### src/hdl/counting_semaphore_table_assert.svh
// assertion macros for the semaphore table
`ifndef COUNTING_SEMAPHORE_TABLE_ASSERT_SVH
`define COUNTING_SEMAPHORE_TABLE_ASSERT_SVH
`ifndef ASSERT_OFF
`define CST_ASSERT_IMPL(label, clk, rst, prop, msg) \
   label: assert property (@(posedge clk) disable iff (rst) prop) else $error(msg);
`define CST_ASSERT_NORST(label, clk, prop, msg) \
   label: assert property (@(posedge clk) prop) else $error(msg);
`else
`define CST_ASSERT_IMPL(label, clk, rst, prop, msg)
`define CST_ASSERT_NORST(label, clk, prop, msg)
`endif
`endif

### src/hdl/cst_pkg.sv
`timescale 1ns / 1ps
package cst_pkg;
   localparam int CntW = 16;
   localparam int StampW = 16;
   localparam int ProcW = 5;
   localparam int PrioW = 8;

   typedef enum logic [2:0] {
      OP_CREATE = 3'd0, OP_DELETE = 3'd1, OP_SIGNAL = 3'd2, OP_SIGNAL_N = 3'd3,
      OP_RESET = 3'd4, OP_TRY_WAIT = 3'd5, OP_WAIT = 3'd6, OP_READ = 3'd7
   } op_type;

   typedef enum logic [2:0] {
      ST_OK = 3'd0, ST_INVALID = 3'd1, ST_OVERFLOW = 3'd2, ST_NO_WAITER = 3'd3,
      ST_WOULD_BLOCK = 3'd4, ST_BLOCKED = 3'd5
   } status_type;

   typedef enum logic [1:0] {
      WAKE_SIGNAL = 2'd0, WAKE_DELETE = 2'd1, WAKE_RESET = 2'd2
   } wake_type;

   // controller to datapath
   typedef struct packed {
      logic load;        // capture request
      logic scan_start;  // clear best tracker
      logic scan_step;   // examine one slot
      logic release_w;   // free best waiter, emit release item
      logic exec;        // apply command effect
      logic count_inc;   // count += 1 (signal loop)
      logic count_add;   // count += remaining
      logic emit_status; // emit status item
      logic no_waiter;   // status item reports no waiter
   } ctl_type;

   // datapath to controller
   typedef struct packed {
      logic scan_done;
      logic found;
      logic need_scan;   // command is delete/reset/signal type with scan
      logic loop_more;   // signal_n continue
   } sts_type;
endpackage

### src/hdl/counting_semaphore_table.sv
`timescale 1ns / 1ps
// counting semaphore table
// command channel: drive req_* with start high; the item is taken at an edge
// where busy is low. busy drops in the cycle the status item is on rsp_*.
// result channel: each item is on rsp_* for one cycle with rsp_valid high.
// zero or more release items (rsp_release_valid) then one status item
// (rsp_last high). the receiver cannot stall, so nothing is ever held back.
// sequence: a command with no waiter search goes from accept through the decide
// and status states back to idle, the status item showing as it returns. a
// waiter search walks the MAX_WAITERS slots one per cycle and then picks.
// delete and reset walk once per released process plus one empty walk;
// signal and signal_n walk once per release, plus one when they run out of
// waiters. one command is in flight at a time; the slot walks set how long
// one command takes.
// reset: synchronous, clears semaphore use flags, waiter flags and the
// arrival stamp counter; counts are written at create.
`include "counting_semaphore_table_assert.svh"
module counting_semaphore_table
   import cst_pkg::*;
#(
   parameter int NUM_SEMS = 16,
   parameter int MAX_WAITERS = 32
) (
   input  logic               clock,
   input  logic               reset,
   input  logic               start,
   output logic               busy,
   input  logic [2:0]         req_operation,
   input  logic [7:0]         req_sem_id,
   input  logic signed [15:0] req_count_arg,
   input  logic [4:0]         req_proc_id,
   input  logic [7:0]         req_proc_prio,
   output logic               rsp_valid,
   output logic [2:0]         rsp_status,
   output logic [3:0]         rsp_result_sem,
   output logic [15:0]        rsp_count_value,
   output logic               rsp_release_valid,
   output logic [4:0]         rsp_released_proc,
   output logic [1:0]         rsp_wake_reason,
   output logic               rsp_last
);
   localparam int SidW = (NUM_SEMS > 1) ? $clog2(NUM_SEMS) : 1;
   localparam int SlotW = $clog2(MAX_WAITERS);

   ctl_type ctl;
   sts_type sts;
   logic [2:0] op_ff;

   // remember the opcode for the signal path choice in the controller
   always_ff @(posedge clock) begin
      if (start && !busy) op_ff <= req_operation;
   end

   cst_control u_ctl (
      .clock, .reset, .start, .busy,
      .is_signal(op_ff == OP_SIGNAL || op_ff == OP_SIGNAL_N),
      .sts, .ctl
   );

   cst_datapath #(
      .NUM_SEMS(NUM_SEMS), .MAX_WAITERS(MAX_WAITERS), .SidW(SidW), .SlotW(SlotW)
   ) u_dp (
      .clock, .reset, .ctl, .sts,
      .req_operation, .req_sem_id, .req_count_arg, .req_proc_id, .req_proc_prio,
      .rsp_valid, .rsp_status, .rsp_result_sem, .rsp_count_value,
      .rsp_release_valid, .rsp_released_proc, .rsp_wake_reason, .rsp_last
   );

   // a release item never closes a command
   `CST_ASSERT_IMPL(a_rel_not_last, clock, reset,
      rsp_valid && rsp_release_valid |-> !rsp_last, "release item marked last")
   // the status item ends the busy period
   `CST_ASSERT_IMPL(a_last_ends, clock, reset,
      rsp_valid && rsp_last |-> !busy, "busy after status item")
   // no result while idle
   `CST_ASSERT_IMPL(a_no_item_idle, clock, reset,
      !busy && !$past(busy) |-> !rsp_valid, "result with no command")
endmodule

### src/hdl/cst_datapath.sv
`timescale 1ns / 1ps
module cst_datapath
   import cst_pkg::*;
#(
   parameter int NUM_SEMS = 16,
   parameter int MAX_WAITERS = 32,
   parameter int SidW = 4,
   parameter int SlotW = 5
) (
   input  logic                clock,
   input  logic                reset,
   input  ctl_type             ctl,
   output sts_type             sts,
   input  logic [2:0]          req_operation,
   input  logic [7:0]          req_sem_id,
   input  logic signed [15:0]  req_count_arg,
   input  logic [4:0]          req_proc_id,
   input  logic [7:0]          req_proc_prio,
   output logic                rsp_valid,
   output logic [2:0]          rsp_status,
   output logic [3:0]          rsp_result_sem,
   output logic [15:0]         rsp_count_value,
   output logic                rsp_release_valid,
   output logic [4:0]          rsp_released_proc,
   output logic [1:0]          rsp_wake_reason,
   output logic                rsp_last
);
   op_type op_ff;
   logic [7:0] sid_ff;
   logic signed [CntW-1:0] arg_ff;
   logic [ProcW-1:0] pid_ff;
   logic [PrioW-1:0] prio_ff;

   logic [CntW-1:0] sem_count_ff [NUM_SEMS];
   logic [NUM_SEMS-1:0] in_use_ff;
   logic [MAX_WAITERS-1:0] wv_ff;
   logic [ProcW-1:0] wproc_ff [MAX_WAITERS];
   logic [PrioW-1:0] wprio_ff [MAX_WAITERS];
   logic [SidW-1:0] wsem_ff [MAX_WAITERS];
   logic [StampW-1:0] wstamp_ff [MAX_WAITERS];
   logic [StampW-1:0] arrival_ff;

   logic signed [CntW:0] cnt_ff;      // working count, 17 bit
   logic signed [CntW:0] rem_ff;      // signal_n remaining
   logic [2:0] st_ff;
   logic [3:0] rs_ff;
   logic [15:0] cv_ff;

   logic [SlotW:0] scan_ff;
   logic found_ff;
   logic [SlotW-1:0] best_ff;
   logic [PrioW-1:0] bprio_ff;
   logic [StampW-1:0] bage_ff;

   logic [SidW-1:0] sidx;
   logic valid_sem;
   logic [SlotW-1:0] si;
   logic [StampW-1:0] age;
   logic hit;
   logic [SidW-1:0] free_id;
   logic free_ok;
   logic [SlotW-1:0] free_slot;
   logic slot_ok;
   logic [2:0] st_next;
   wake_type wake;

   assign sidx = sid_ff[SidW-1:0];
   assign valid_sem = ({24'd0, sid_ff} < NUM_SEMS) && in_use_ff[sidx];
   assign si = scan_ff[SlotW-1:0];
   assign age = arrival_ff - wstamp_ff[si];
   assign hit = wv_ff[si] && (wsem_ff[si] == sidx) &&
      (!found_ff || wprio_ff[si] > bprio_ff ||
       (wprio_ff[si] == bprio_ff && age > bage_ff));

   always_comb begin
      free_id = '0;
      free_ok = 1'b0;
      for (int i = NUM_SEMS - 1; i >= 0; i--) begin
         if (!in_use_ff[i]) begin
            free_id = SidW'(i);
            free_ok = 1'b1;
         end
      end
      free_slot = '0;
      slot_ok = 1'b0;
      for (int i = MAX_WAITERS - 1; i >= 0; i--) begin
         if (!wv_ff[i]) begin
            free_slot = SlotW'(i);
            slot_ok = 1'b1;
         end
      end
   end

   always_comb begin
      unique case (op_ff)
         OP_DELETE: wake = WAKE_DELETE;
         OP_RESET:  wake = WAKE_RESET;
         default:   wake = WAKE_SIGNAL;
      endcase
   end

   // status flags for the controller
   always_comb begin
      sts.scan_done = (scan_ff == (SlotW+1)'(MAX_WAITERS));
      sts.found = found_ff;
      sts.need_scan = 1'b0;
      if (valid_sem) begin
         unique case (op_ff)
            OP_DELETE: sts.need_scan = 1'b1;
            OP_RESET: sts.need_scan = (arg_ff >= 0);
            OP_SIGNAL: sts.need_scan = (cnt_ff + 17'sd1 <= 17'sd32767) &&
               (cnt_ff + 17'sd1 <= 17'sd0);
            OP_SIGNAL_N: sts.need_scan = (arg_ff > 0) &&
               ($signed({cnt_ff[CntW], cnt_ff}) +
                $signed({{2{arg_ff[CntW-1]}}, arg_ff}) <= 18'sd32767) &&
               (cnt_ff + 17'sd1 <= 17'sd0);
            default: sts.need_scan = 1'b0;
         endcase
      end
      // another signal_n round: more left and the next one still needs a waiter
      sts.loop_more = (op_ff == OP_SIGNAL_N) && (rem_ff > 17'sd1) &&
         (cnt_ff + 17'sd2 <= 17'sd0);
   end

   always_comb begin
      st_next = ST_OK;
      if (op_ff != OP_CREATE && !valid_sem) st_next = ST_INVALID;
      else begin
         unique case (op_ff)
            OP_CREATE: if (!free_ok || arg_ff < 0) st_next = ST_INVALID;
            OP_SIGNAL: if (cnt_ff + 17'sd1 > 17'sd32767) st_next = ST_OVERFLOW;
            OP_SIGNAL_N: begin
               if (arg_ff < 0) st_next = ST_INVALID;
               else if ($signed({cnt_ff[CntW], cnt_ff}) +
                  $signed({{2{arg_ff[CntW-1]}}, arg_ff}) > 18'sd32767)
                  st_next = ST_OVERFLOW;
            end
            OP_RESET: if (arg_ff < 0) st_next = ST_INVALID;
            OP_TRY_WAIT: begin
               if (cnt_ff == -17'sd32768) st_next = ST_OVERFLOW;
               else if (cnt_ff <= 0) st_next = ST_WOULD_BLOCK;
            end
            OP_WAIT: begin
               if (cnt_ff == -17'sd32768) st_next = ST_OVERFLOW;
               else if (cnt_ff <= 0) st_next = slot_ok ? ST_BLOCKED : ST_INVALID;
            end
            default: st_next = ST_OK;
         endcase
      end
   end

   always_ff @(posedge clock) begin
      if (reset) begin
         in_use_ff <= '0;
         wv_ff <= '0;
         arrival_ff <= '0;
         rsp_valid <= 1'b0;
         found_ff <= 1'b0;
         scan_ff <= '0;
      end else begin
         rsp_valid <= ctl.release_w || ctl.emit_status;
         if (ctl.load) begin
            op_ff <= op_type'(req_operation);
            sid_ff <= req_sem_id;
            arg_ff <= req_count_arg;
            pid_ff <= req_proc_id;
            prio_ff <= req_proc_prio;
            st_ff <= ST_OK;
            rs_ff <= '0;
            cv_ff <= '0;
            // a plain signal is a single round
            rem_ff <= (req_operation == OP_SIGNAL) ? 17'sd1 :
               {req_count_arg[CntW-1], req_count_arg};
            cnt_ff <= ({24'd0, req_sem_id} < NUM_SEMS) ?
               {sem_count_ff[req_sem_id[SidW-1:0]][CntW-1],
                sem_count_ff[req_sem_id[SidW-1:0]]} : '0;
         end
         if (ctl.scan_start) begin
            scan_ff <= '0;
            found_ff <= 1'b0;
         end
         if (ctl.scan_step) begin
            scan_ff <= scan_ff + 1'b1;
            if (hit) begin
               found_ff <= 1'b1;
               best_ff <= si;
               bprio_ff <= wprio_ff[si];
               bage_ff <= age;
            end
         end
         if (ctl.count_inc) begin
            cnt_ff <= cnt_ff + 17'sd1;
            rem_ff <= rem_ff - 17'sd1;
            sem_count_ff[sidx] <= CntW'(cnt_ff + 17'sd1);
         end
         if (ctl.count_add) begin
            // count went positive or nothing is left: add the rest at once
            cnt_ff <= cnt_ff + rem_ff;
            sem_count_ff[sidx] <= CntW'(cnt_ff + rem_ff);
         end
         if (ctl.release_w) begin
            wv_ff[best_ff] <= 1'b0;
            rsp_status <= ST_OK;
            rsp_result_sem <= '0;
            rsp_count_value <= '0;
            rsp_release_valid <= 1'b1;
            rsp_released_proc <= wproc_ff[best_ff];
            rsp_wake_reason <= wake;
            rsp_last <= 1'b0;
         end
         if (ctl.exec) begin
            st_ff <= st_next;
            if (st_next == ST_OK || st_next == ST_BLOCKED) begin
               unique case (op_ff)
                  OP_CREATE: begin
                     in_use_ff[free_id] <= 1'b1;
                     sem_count_ff[free_id] <= arg_ff;
                     rs_ff <= 4'(free_id);
                  end
                  OP_DELETE: in_use_ff[sidx] <= 1'b0;
                  OP_RESET: sem_count_ff[sidx] <= arg_ff;
                  OP_TRY_WAIT: sem_count_ff[sidx] <= CntW'(cnt_ff - 17'sd1);
                  OP_WAIT: begin
                     sem_count_ff[sidx] <= CntW'(cnt_ff - 17'sd1);
                     if (st_next == ST_BLOCKED) begin
                        wv_ff[free_slot] <= 1'b1;
                        wproc_ff[free_slot] <= pid_ff;
                        wprio_ff[free_slot] <= prio_ff;
                        wsem_ff[free_slot] <= sidx;
                        wstamp_ff[free_slot] <= arrival_ff;
                        arrival_ff <= arrival_ff + 1'b1;
                     end
                  end
                  OP_READ: cv_ff <= sem_count_ff[sidx];
                  OP_SIGNAL: begin
                     if (cnt_ff + 17'sd1 > 17'sd0)
                        sem_count_ff[sidx] <= CntW'(cnt_ff + 17'sd1);
                  end
                  OP_SIGNAL_N: begin
                     if (arg_ff > 0 && cnt_ff + 17'sd1 > 17'sd0)
                        sem_count_ff[sidx] <= CntW'(cnt_ff + rem_ff);
                  end
                  default: ;
               endcase
            end
         end
         if (ctl.emit_status) begin
            rsp_status <= ctl.no_waiter ? ST_NO_WAITER : st_ff;
            rsp_result_sem <= rs_ff;
            rsp_count_value <= cv_ff;
            rsp_release_valid <= 1'b0;
            rsp_released_proc <= '0;
            rsp_wake_reason <= WAKE_SIGNAL;
            rsp_last <= 1'b1;
         end
      end
   end
endmodule

### src/hdl/cst_control.sv
`timescale 1ns / 1ps
module cst_control
   import cst_pkg::*;
(
   input  logic    clock,
   input  logic    reset,
   input  logic    start,
   output logic    busy,
   input  logic    is_signal,
   input  sts_type sts,
   output ctl_type ctl
);
   typedef enum logic [5:0] {
      S_IDLE = 6'b000001, S_DECIDE = 6'b000010, S_SCAN = 6'b000100,
      S_PICK = 6'b001000, S_STATUS = 6'b010000, S_NOWAIT = 6'b100000
   } state_type;

   state_type state_ff, state_in;

   assign busy = (state_ff != S_IDLE);

   always_comb begin
      state_in = state_ff;
      ctl = '0;
      unique case (state_ff)
         S_IDLE: begin
            ctl.load = start;
            if (start) state_in = S_DECIDE;
         end
         S_DECIDE: begin
            ctl.scan_start = 1'b1;
            if (sts.need_scan) state_in = S_SCAN;
            else begin
               ctl.exec = 1'b1;
               state_in = S_STATUS;
            end
         end
         S_SCAN: begin
            ctl.scan_step = !sts.scan_done;
            if (sts.scan_done) state_in = S_PICK;
         end
         S_PICK: begin
            if (!sts.found) begin
               if (is_signal) begin
                  // the signal still counts even with nobody to wake
                  ctl.count_inc = 1'b1;
                  state_in = S_NOWAIT;
               end else begin
                  ctl.exec = 1'b1;
                  state_in = S_STATUS;
               end
            end else begin
               ctl.release_w = 1'b1;
               if (!is_signal) begin
                  ctl.scan_start = 1'b1;
                  state_in = S_SCAN;
               end else begin
                  ctl.count_inc = 1'b1;
                  if (sts.loop_more) begin
                     ctl.scan_start = 1'b1;
                     state_in = S_SCAN;
                  end else begin
                     state_in = S_NOWAIT;
                  end
               end
            end
         end
         S_NOWAIT: begin
            // signal path ends here: no waiter, or rest applied
            ctl.emit_status = 1'b1;
            ctl.no_waiter = !sts.found;
            ctl.count_add = sts.found;
            state_in = S_IDLE;
         end
         S_STATUS: begin
            ctl.emit_status = 1'b1;
            state_in = S_IDLE;
         end
         default: state_in = S_IDLE;
      endcase
   end

   always_ff @(posedge clock) begin
      if (reset) state_ff <= S_IDLE;
      else state_ff <= state_in;
   end
endmodule
### config.mk
export PLATFORM = sky130hd
export DESIGN_NAME = counting_semaphore_table
export DESIGN_NICKNAME = d
export VERILOG_FILES = /design/src/hdl/cst_pkg.sv /design/src/hdl/counting_semaphore_table.sv /design/src/hdl/cst_datapath.sv /design/src/hdl/cst_control.sv
export VERILOG_INCLUDE_DIRS = /design/src /design/src/hdl
export SDC_FILE = /design/constraint.sdc
export NUM_CORES = 2
export LEC_CHECK = 0
export ABC_AREA = 1
export BUFFER_PORTS_ARGS = -buffer_cell sky130_fd_sc_hd__clkbuf_2
export CAP_MARGIN = 20
export CORE_ASPECT_RATIO = 1.25
export CORE_UTILIZATION = 47
export CTS_BUF_LIST = sky130_fd_sc_hd__clkbuf_2 sky130_fd_sc_hd__clkbuf_4 sky130_fd_sc_hd__clkbuf_8
export DETAILED_ROUTE_END_ITERATION = 10
export SETUP_SLACK_MARGIN = 0.5
export SYNTH_ARGS = -nofsm -noshare
export SYNTH_HDL_FRONTEND = slang
export SYNTH_SLANG_ARGS = --single-unit
export TNS_END_PERCENT = 100
### constraint.sdc
create_clock -name clock -period 12 [get_ports clock]
set_clock_uncertainty 0.1 [all_clocks]
set_input_delay 2.4 -clock clock [delete_from_list [all_inputs] [get_ports clock]]
set_output_delay 2.4 -clock clock [all_outputs]
set_load 0.005 [all_outputs]
* Word-level counts from Yosys, hierarchy flattened
Memory sizes are Yosys's and may differ from the RTL's. A register that Yosys moved wholly into a read port is not among the register bits.
Cells that the tools add are included.
** Word-level totals
- Flip-flop bits (word level) :: 234
- Bits in latches :: 0
- Bits in writable memories :: 1312
- Memory bits (read-only) :: 0
- Input port bits :: 43
- Output and inout bits :: 34
- Word-level logic and storage cells :: 397
- Memories :: 5
** Memories
- u_dp.wstamp_ff :: depth 32, width 16, rd ports 1, clocked after Yosys merged registers in 1, write ports 1, RTL line cst_datapath.sv:40 : logic [StampW-1:0] wstamp_ff [MAX_WAITERS];
- u_dp.sem_count_ff :: depth 16, width 16, rd ports 2, clocked after Yosys merged registers in 1, write ports 1, RTL line cst_datapath.sv:34 : logic [CntW-1:0] sem_count_ff [NUM_SEMS];
- u_dp.wprio_ff :: depth 32, width 8, rd ports 1, clocked after Yosys merged registers in 1, write ports 1, RTL line cst_datapath.sv:38 : logic [PrioW-1:0] wprio_ff [MAX_WAITERS];
- u_dp.wproc_ff :: depth 32, width 5, rd ports 1, clocked after Yosys merged registers in 1, write ports 1, RTL line cst_datapath.sv:37 : logic [ProcW-1:0] wproc_ff [MAX_WAITERS];
- u_dp.wsem_ff :: depth 32, width 4, rd ports 1, clocked after Yosys merged registers in 1, write ports 1, RTL line cst_datapath.sv:39 : logic [SidW-1:0] wsem_ff [MAX_WAITERS];
** Operators by class
- $add $sub $neg :: 9
- $mul :: 0
- Divide/modulo/power cells :: 0
- $lt $le $gt $ge :: 25
- Equal/unequal tests :: 24
- Shift-type cells :: 0
- Mux-type cells :: 247
- Bitwise operators :: 13
- Reductions and logical operators :: 47
** Operators by type and width (count)
- 16-bit two-way mux :: 13
- 5-bit two-way mux :: 39
- 32-bit two-way mux :: 6
- 1-bit two-way mux :: 122
- 17-bit two-way mux :: 7
- 4-bit two-way mux :: 24
- 17-bit by 1-bit <= comparator with 1-bit output (second input constant) :: 3
- 6-bit two-way mux :: 8
- 3-bit two-way mux :: 12
- 32-bit AND :: 1
- 32-bit inverter :: 1
- 32-bit OR :: 1
- 16-bit one-hot mux with 2 select lines :: 1
- 6-bit one-hot mux with 4 select lines :: 1
- 17-bit by 16-bit adder with 18-bit output :: 1
- 18-bit by 16-bit greater-than comparator with 1-bit output (second input constant) :: 1
- 18-bit by 16-bit <= comparator with 1-bit output (second input constant) :: 1
- 5-bit by 6-bit < comparator with 1-bit output (second input constant) :: 3
- 3-bit one-hot mux with 6 select lines :: 1
- 17-bit adder :: 1
- 17-bit by 2-bit adder with 17-bit output (second input constant) :: 1
- 17-bit by 3-bit adder with 17-bit output (second input constant) :: 1
- 17-bit by 16-bit equality test with 1-bit output (second input constant) :: 1
- 17-bit by 1-bit greater-than comparator with 1-bit output (second input constant) :: 1
- 55 further kinds :: 114

* Logic depth before layout (Yosys ltp)
- Word-level depth :: 49
- Mapped depth :: 44
- Gate-level depth less buffers :: 39

* Hierarchy
Synthesis repeated with hierarchy kept, for this count alone.
** Second synthesis, totals
- Cell total of the unflattened synthesis :: 6871
- Area total of the unflattened synthesis :: 72833.6 um^2
** Modules (own cells, without submodules)
- cst_datapath :: instances 1, cells an instance 6801, area an instance 72340.6 um^2, sequential area each 45763.9 um^2
- cst_control :: instances 1, cells an instance 64, area an instance 412.9 um^2, sequential area each 120.1 um^2
- counting_semaphore_table :: instances 1, cells an instance 6, area an instance 80.1 um^2, sequential area each 60.1 um^2

* Worst setup path after synthesis
OpenSTA, ideal clock, no wires.
- Path kind :: register to register
- From :: reg with a tool-made name
- To :: reg u_dp.bage_ff[0], enable pin
- Library setup time :: 0.390 ns
- Arrival time :: 6.252 ns
- Data required time :: 11.510 ns
- Setup slack :: 5.258 ns
- Cell stages (with the launch flop) :: 42
- Path buffers :: 6
- Clock period less this slack :: 6.742 ns
- Cells stage by stage :: dfxtp_1 > clkbuf_1 > clkinv_1 > clkbuf_1 > clkbuf_1 > clkbuf_1 > clkbuf_1 > buf_1 > nor2_1 > o221ai_1 > nand3_1 > a32o_1 > ha_1 > nand3_1 > and2_1 > inv_1 > a21oi_1 > o21bai_1 > [... 6 more ...] > nand2_1 > inv_1 > nor2_1 > o21bai_1 > nand2_1 > inv_1 > nand2_1 > nand2_1 > a21oi_1 > xor2_1 > inv_1 > ha_1 > nand4_1 > nor3_1 > nand2_1 > a32o_1 > o21ai_0 > and3_1
** RTL lines
- end signal, assigned :: RTL line cst_datapath.sv:188 : bage_ff <= age;
- end, declared :: RTL line cst_datapath.sv:53 : logic [StampW-1:0] bage_ff;

==> reports/qor.yml <==
critical_path_peak_fanout: 165
setup_violations: 0
postLayoutSetupSlackWorst_ns: 4.20
io_buffers: 76
wl_per_cell_um: 25.2
timing.reg2reg.setup_slack_ns: 4.20
power.leakage_nw: 27.0
htree_num_levels: 4
syn-num-nets: 6218
cts_resized: 0
cts_buffers: 240
cts_tree: "done"
grt_usage_pct: 27.7
dr.pass1.iters: 7
hold_path_class: "flip-flop to flip-flop"
drc: 0
path_clk_slew_ns: 0.07
rr_worst_depth: 29
final_cell_mix: "1472 x edfxtp_1, 927 x o21ai_0, 830 x nor2_1, 558 x nand2_1, 333 x inv_1"
synthArstFlopShare_pct: 0
avgViaCountPerCell: 6.03
hold_buffers: 0
post-place-ws_ns: 4.25
ys_types: 65
rsz0062_at_grt: "false"
cp_common_cell: "nand2_1"
peakVddDrop_mv: 0.116
grt_pass1_vias: 48300
maxSlewHeadroom_pct: 17.6
final_nets: 6288
min_delay_path_depth: 2
overflow: 0
maxSlewViolCount: 0
grt_pass1_wl_mm: 304
post_cts_buffers: 0
fin_setup_tns_ns: 0
max_freq_ghz: 0.128
power_density_mw_per_mm2: 143
syn_area_mm2: 0.0688
dpl.hpwl_mm: 112
synth_top_cell_by_area: "edfxtp_1"
cp.arrival_ns: 8.29
drt_iter0_drc: 5311
die_x_um: 344
synth-main-ff-cell: "edfxtp_1"
synth_cells: 6088
fin_crit_sh_pct: 65.0
syn_area_per_cell_um2: 11.3
total_power_mw: 10.9
status: "finished clean"
grt_max_degree: 166
ys_warn_count: 0
critPathCaptureType: "flip-flop"
yosysSeqAreaShare_pct: 66.8
required_ns: 12.49
layout_commonest_cell: "edfxtp_1"
fin_crit_ns: 7.80
cts-root-buf: "clkbuf_8"
num_rows: 156
start_util_pct: 47.5
cts_max_path_buffers: 3
wirelength_mm: 208
vias: 49700
worst_path_max_delay_cell: "dfxtp_4"
criticalPathCategory: "flip-flop to flip-flop"
ys_top_cells_by_area: "edfxtp_1 64%, o21ai_0 6.7%, nor2_1 4.7%"
die_area_mm2: 0.148
postRouteAntennaNets: 0
core_area_mm2: 0.145
slowest_delay_ns: 0.78
cts.sinks: 1559
synthToLayoutAreaGrowth_pct: 10.8
drive_gt1_share_pct: 11.5
num_io_pins: 77
hold_viol: 0
fillers: 12700
insertion_delay_ns: 1.01
antenna_found_initial: 2
startpoint_type: "flip-flop"
synth_top_area_share_pct: 64.2
worst_hold_slack_ns: 0.379
max-cap-violations: 0
worst_pin_slew_ns: 1.22
yosys_register_bits: 1559
gp_congestion: 0.901
synth_edf_count: 1472
fp.dieH_um: 430
==> registers in the layout, summed over array words and instances, names as in the netlist, 4 cells and up, named ones only <==
name / cells
u_ctl.state_ff: 6
u_dp.arg_ff: 16
u_dp.arrival_ff: 16
u_dp.bage_ff: 16
u_dp.best_ff: 5
u_dp.bprio_ff: 8
u_dp.cnt_ff: 17
u_dp.cv_ff: 16
u_dp.in_use_ff: 16
u_dp.pid_ff: 5
u_dp.prio_ff: 8
u_dp.rem_ff: 17
u_dp.rs_ff: 4
u_dp.rsp_count_value: 16
u_dp.rsp_released_proc: 5
u_dp.rsp_result_sem: 4
u_dp.scan_ff: 6
u_dp.sem_count_ff: 256
u_dp.sid_ff: 8
u_dp.wprio_ff: 256
u_dp.wproc_ff: 160
u_dp.wsem_ff: 128
u_dp.wstamp_ff: 512
u_dp.wv_ff: 32
==> area by class of cell <==
cell class                      instances  area [um^2]  share of cell area (%)
Antenna cell                            1         2.50                 0.00328
Clock buffer                          337         4080                    5.35
Clock inverter                        101          728                   0.955
Inverter                              380         1450                    1.90
Multi-Input combinational cell       3777        20200                    26.5
Sequential cell                      1559        46000                    60.3
Tap cell                             1896         2370                    3.11
Timing Repair Buffer                  200         1440                    1.89
==> where the power goes <==
part           internal, mW  switching (mW)
registers              5.94          0.0498
clock network          2.37            2.12
logic                 0.111           0.297
total                  8.41            2.46
==> Yosys cell counts, types with 48 or more instances <==
cell type / count
edfxtp_1: 1472
o21ai_0: 927
nor2_1: 863
nand2_1: 558
inv_1: 358
clkbuf_1: 331
nand3_1: 263
a21oi_1: 250
o221ai_1: 183
o22ai_1: 113
dfxtp_1: 87
ha_1: 84
a22oi_1: 81
xor2_1: 65
nor3_1: 50
a31oi_1: 48
==> metrics by stage <==
stage                     std cells  area [um^2]  util [%]
after floorplan                6088        68800         -
after global placement         7804        71200      49.1
after detailed placement       7805        71300      49.1
after CTS                      8243        76100      52.4
after global routing           8251        76200      52.6
final                          8251        76200      52.6
==> logic make-up after synthesis <==
family / synth area share [%]
and+or+nand+nor: 11.4
AOI/OAI and AO/OA: 14.9
xor gates and xnor gates: 1.04
muxes: 0.0727
buffers and inverters: 4.22
DFF: 66.8
adders and majority gates: 1.61
==> critical path, delay by kind of cell (launching register included) <==
kind            cells  cell delay [ns]
compound gates     12             2.16
simple gates       11             1.88
buf+inv             3             1.42
flops               1             0.78
fa+ha+maj           2             0.66
xor+xnor            1             0.19
==> metal layers <==
layer / vias up / track usage (%) / wire (um)
met1: 24500 / 34.6 / 81300
met3: 546 / 4.20 / 13500
met5: - / 0 / 11
met4: 2 / 14.9 / 11000
met2: 2135 / 46.2 / 102000
li1: 22500 / - / -
==> final timing paths <==
kind | start | to
hold reg to reg | u_dp.in_use_ff[7] | u_dp.in_use_ff[7]
setup reg to reg | flip-flop | u_dp.bprio_ff[2]
setup / recovery | flip-flop | u_dp.bprio_ff[2]
hold / removal | u_dp.in_use_ff[7] | u_dp.in_use_ff[7]
No activity file was read; power rests on OpenSTA's default activity.
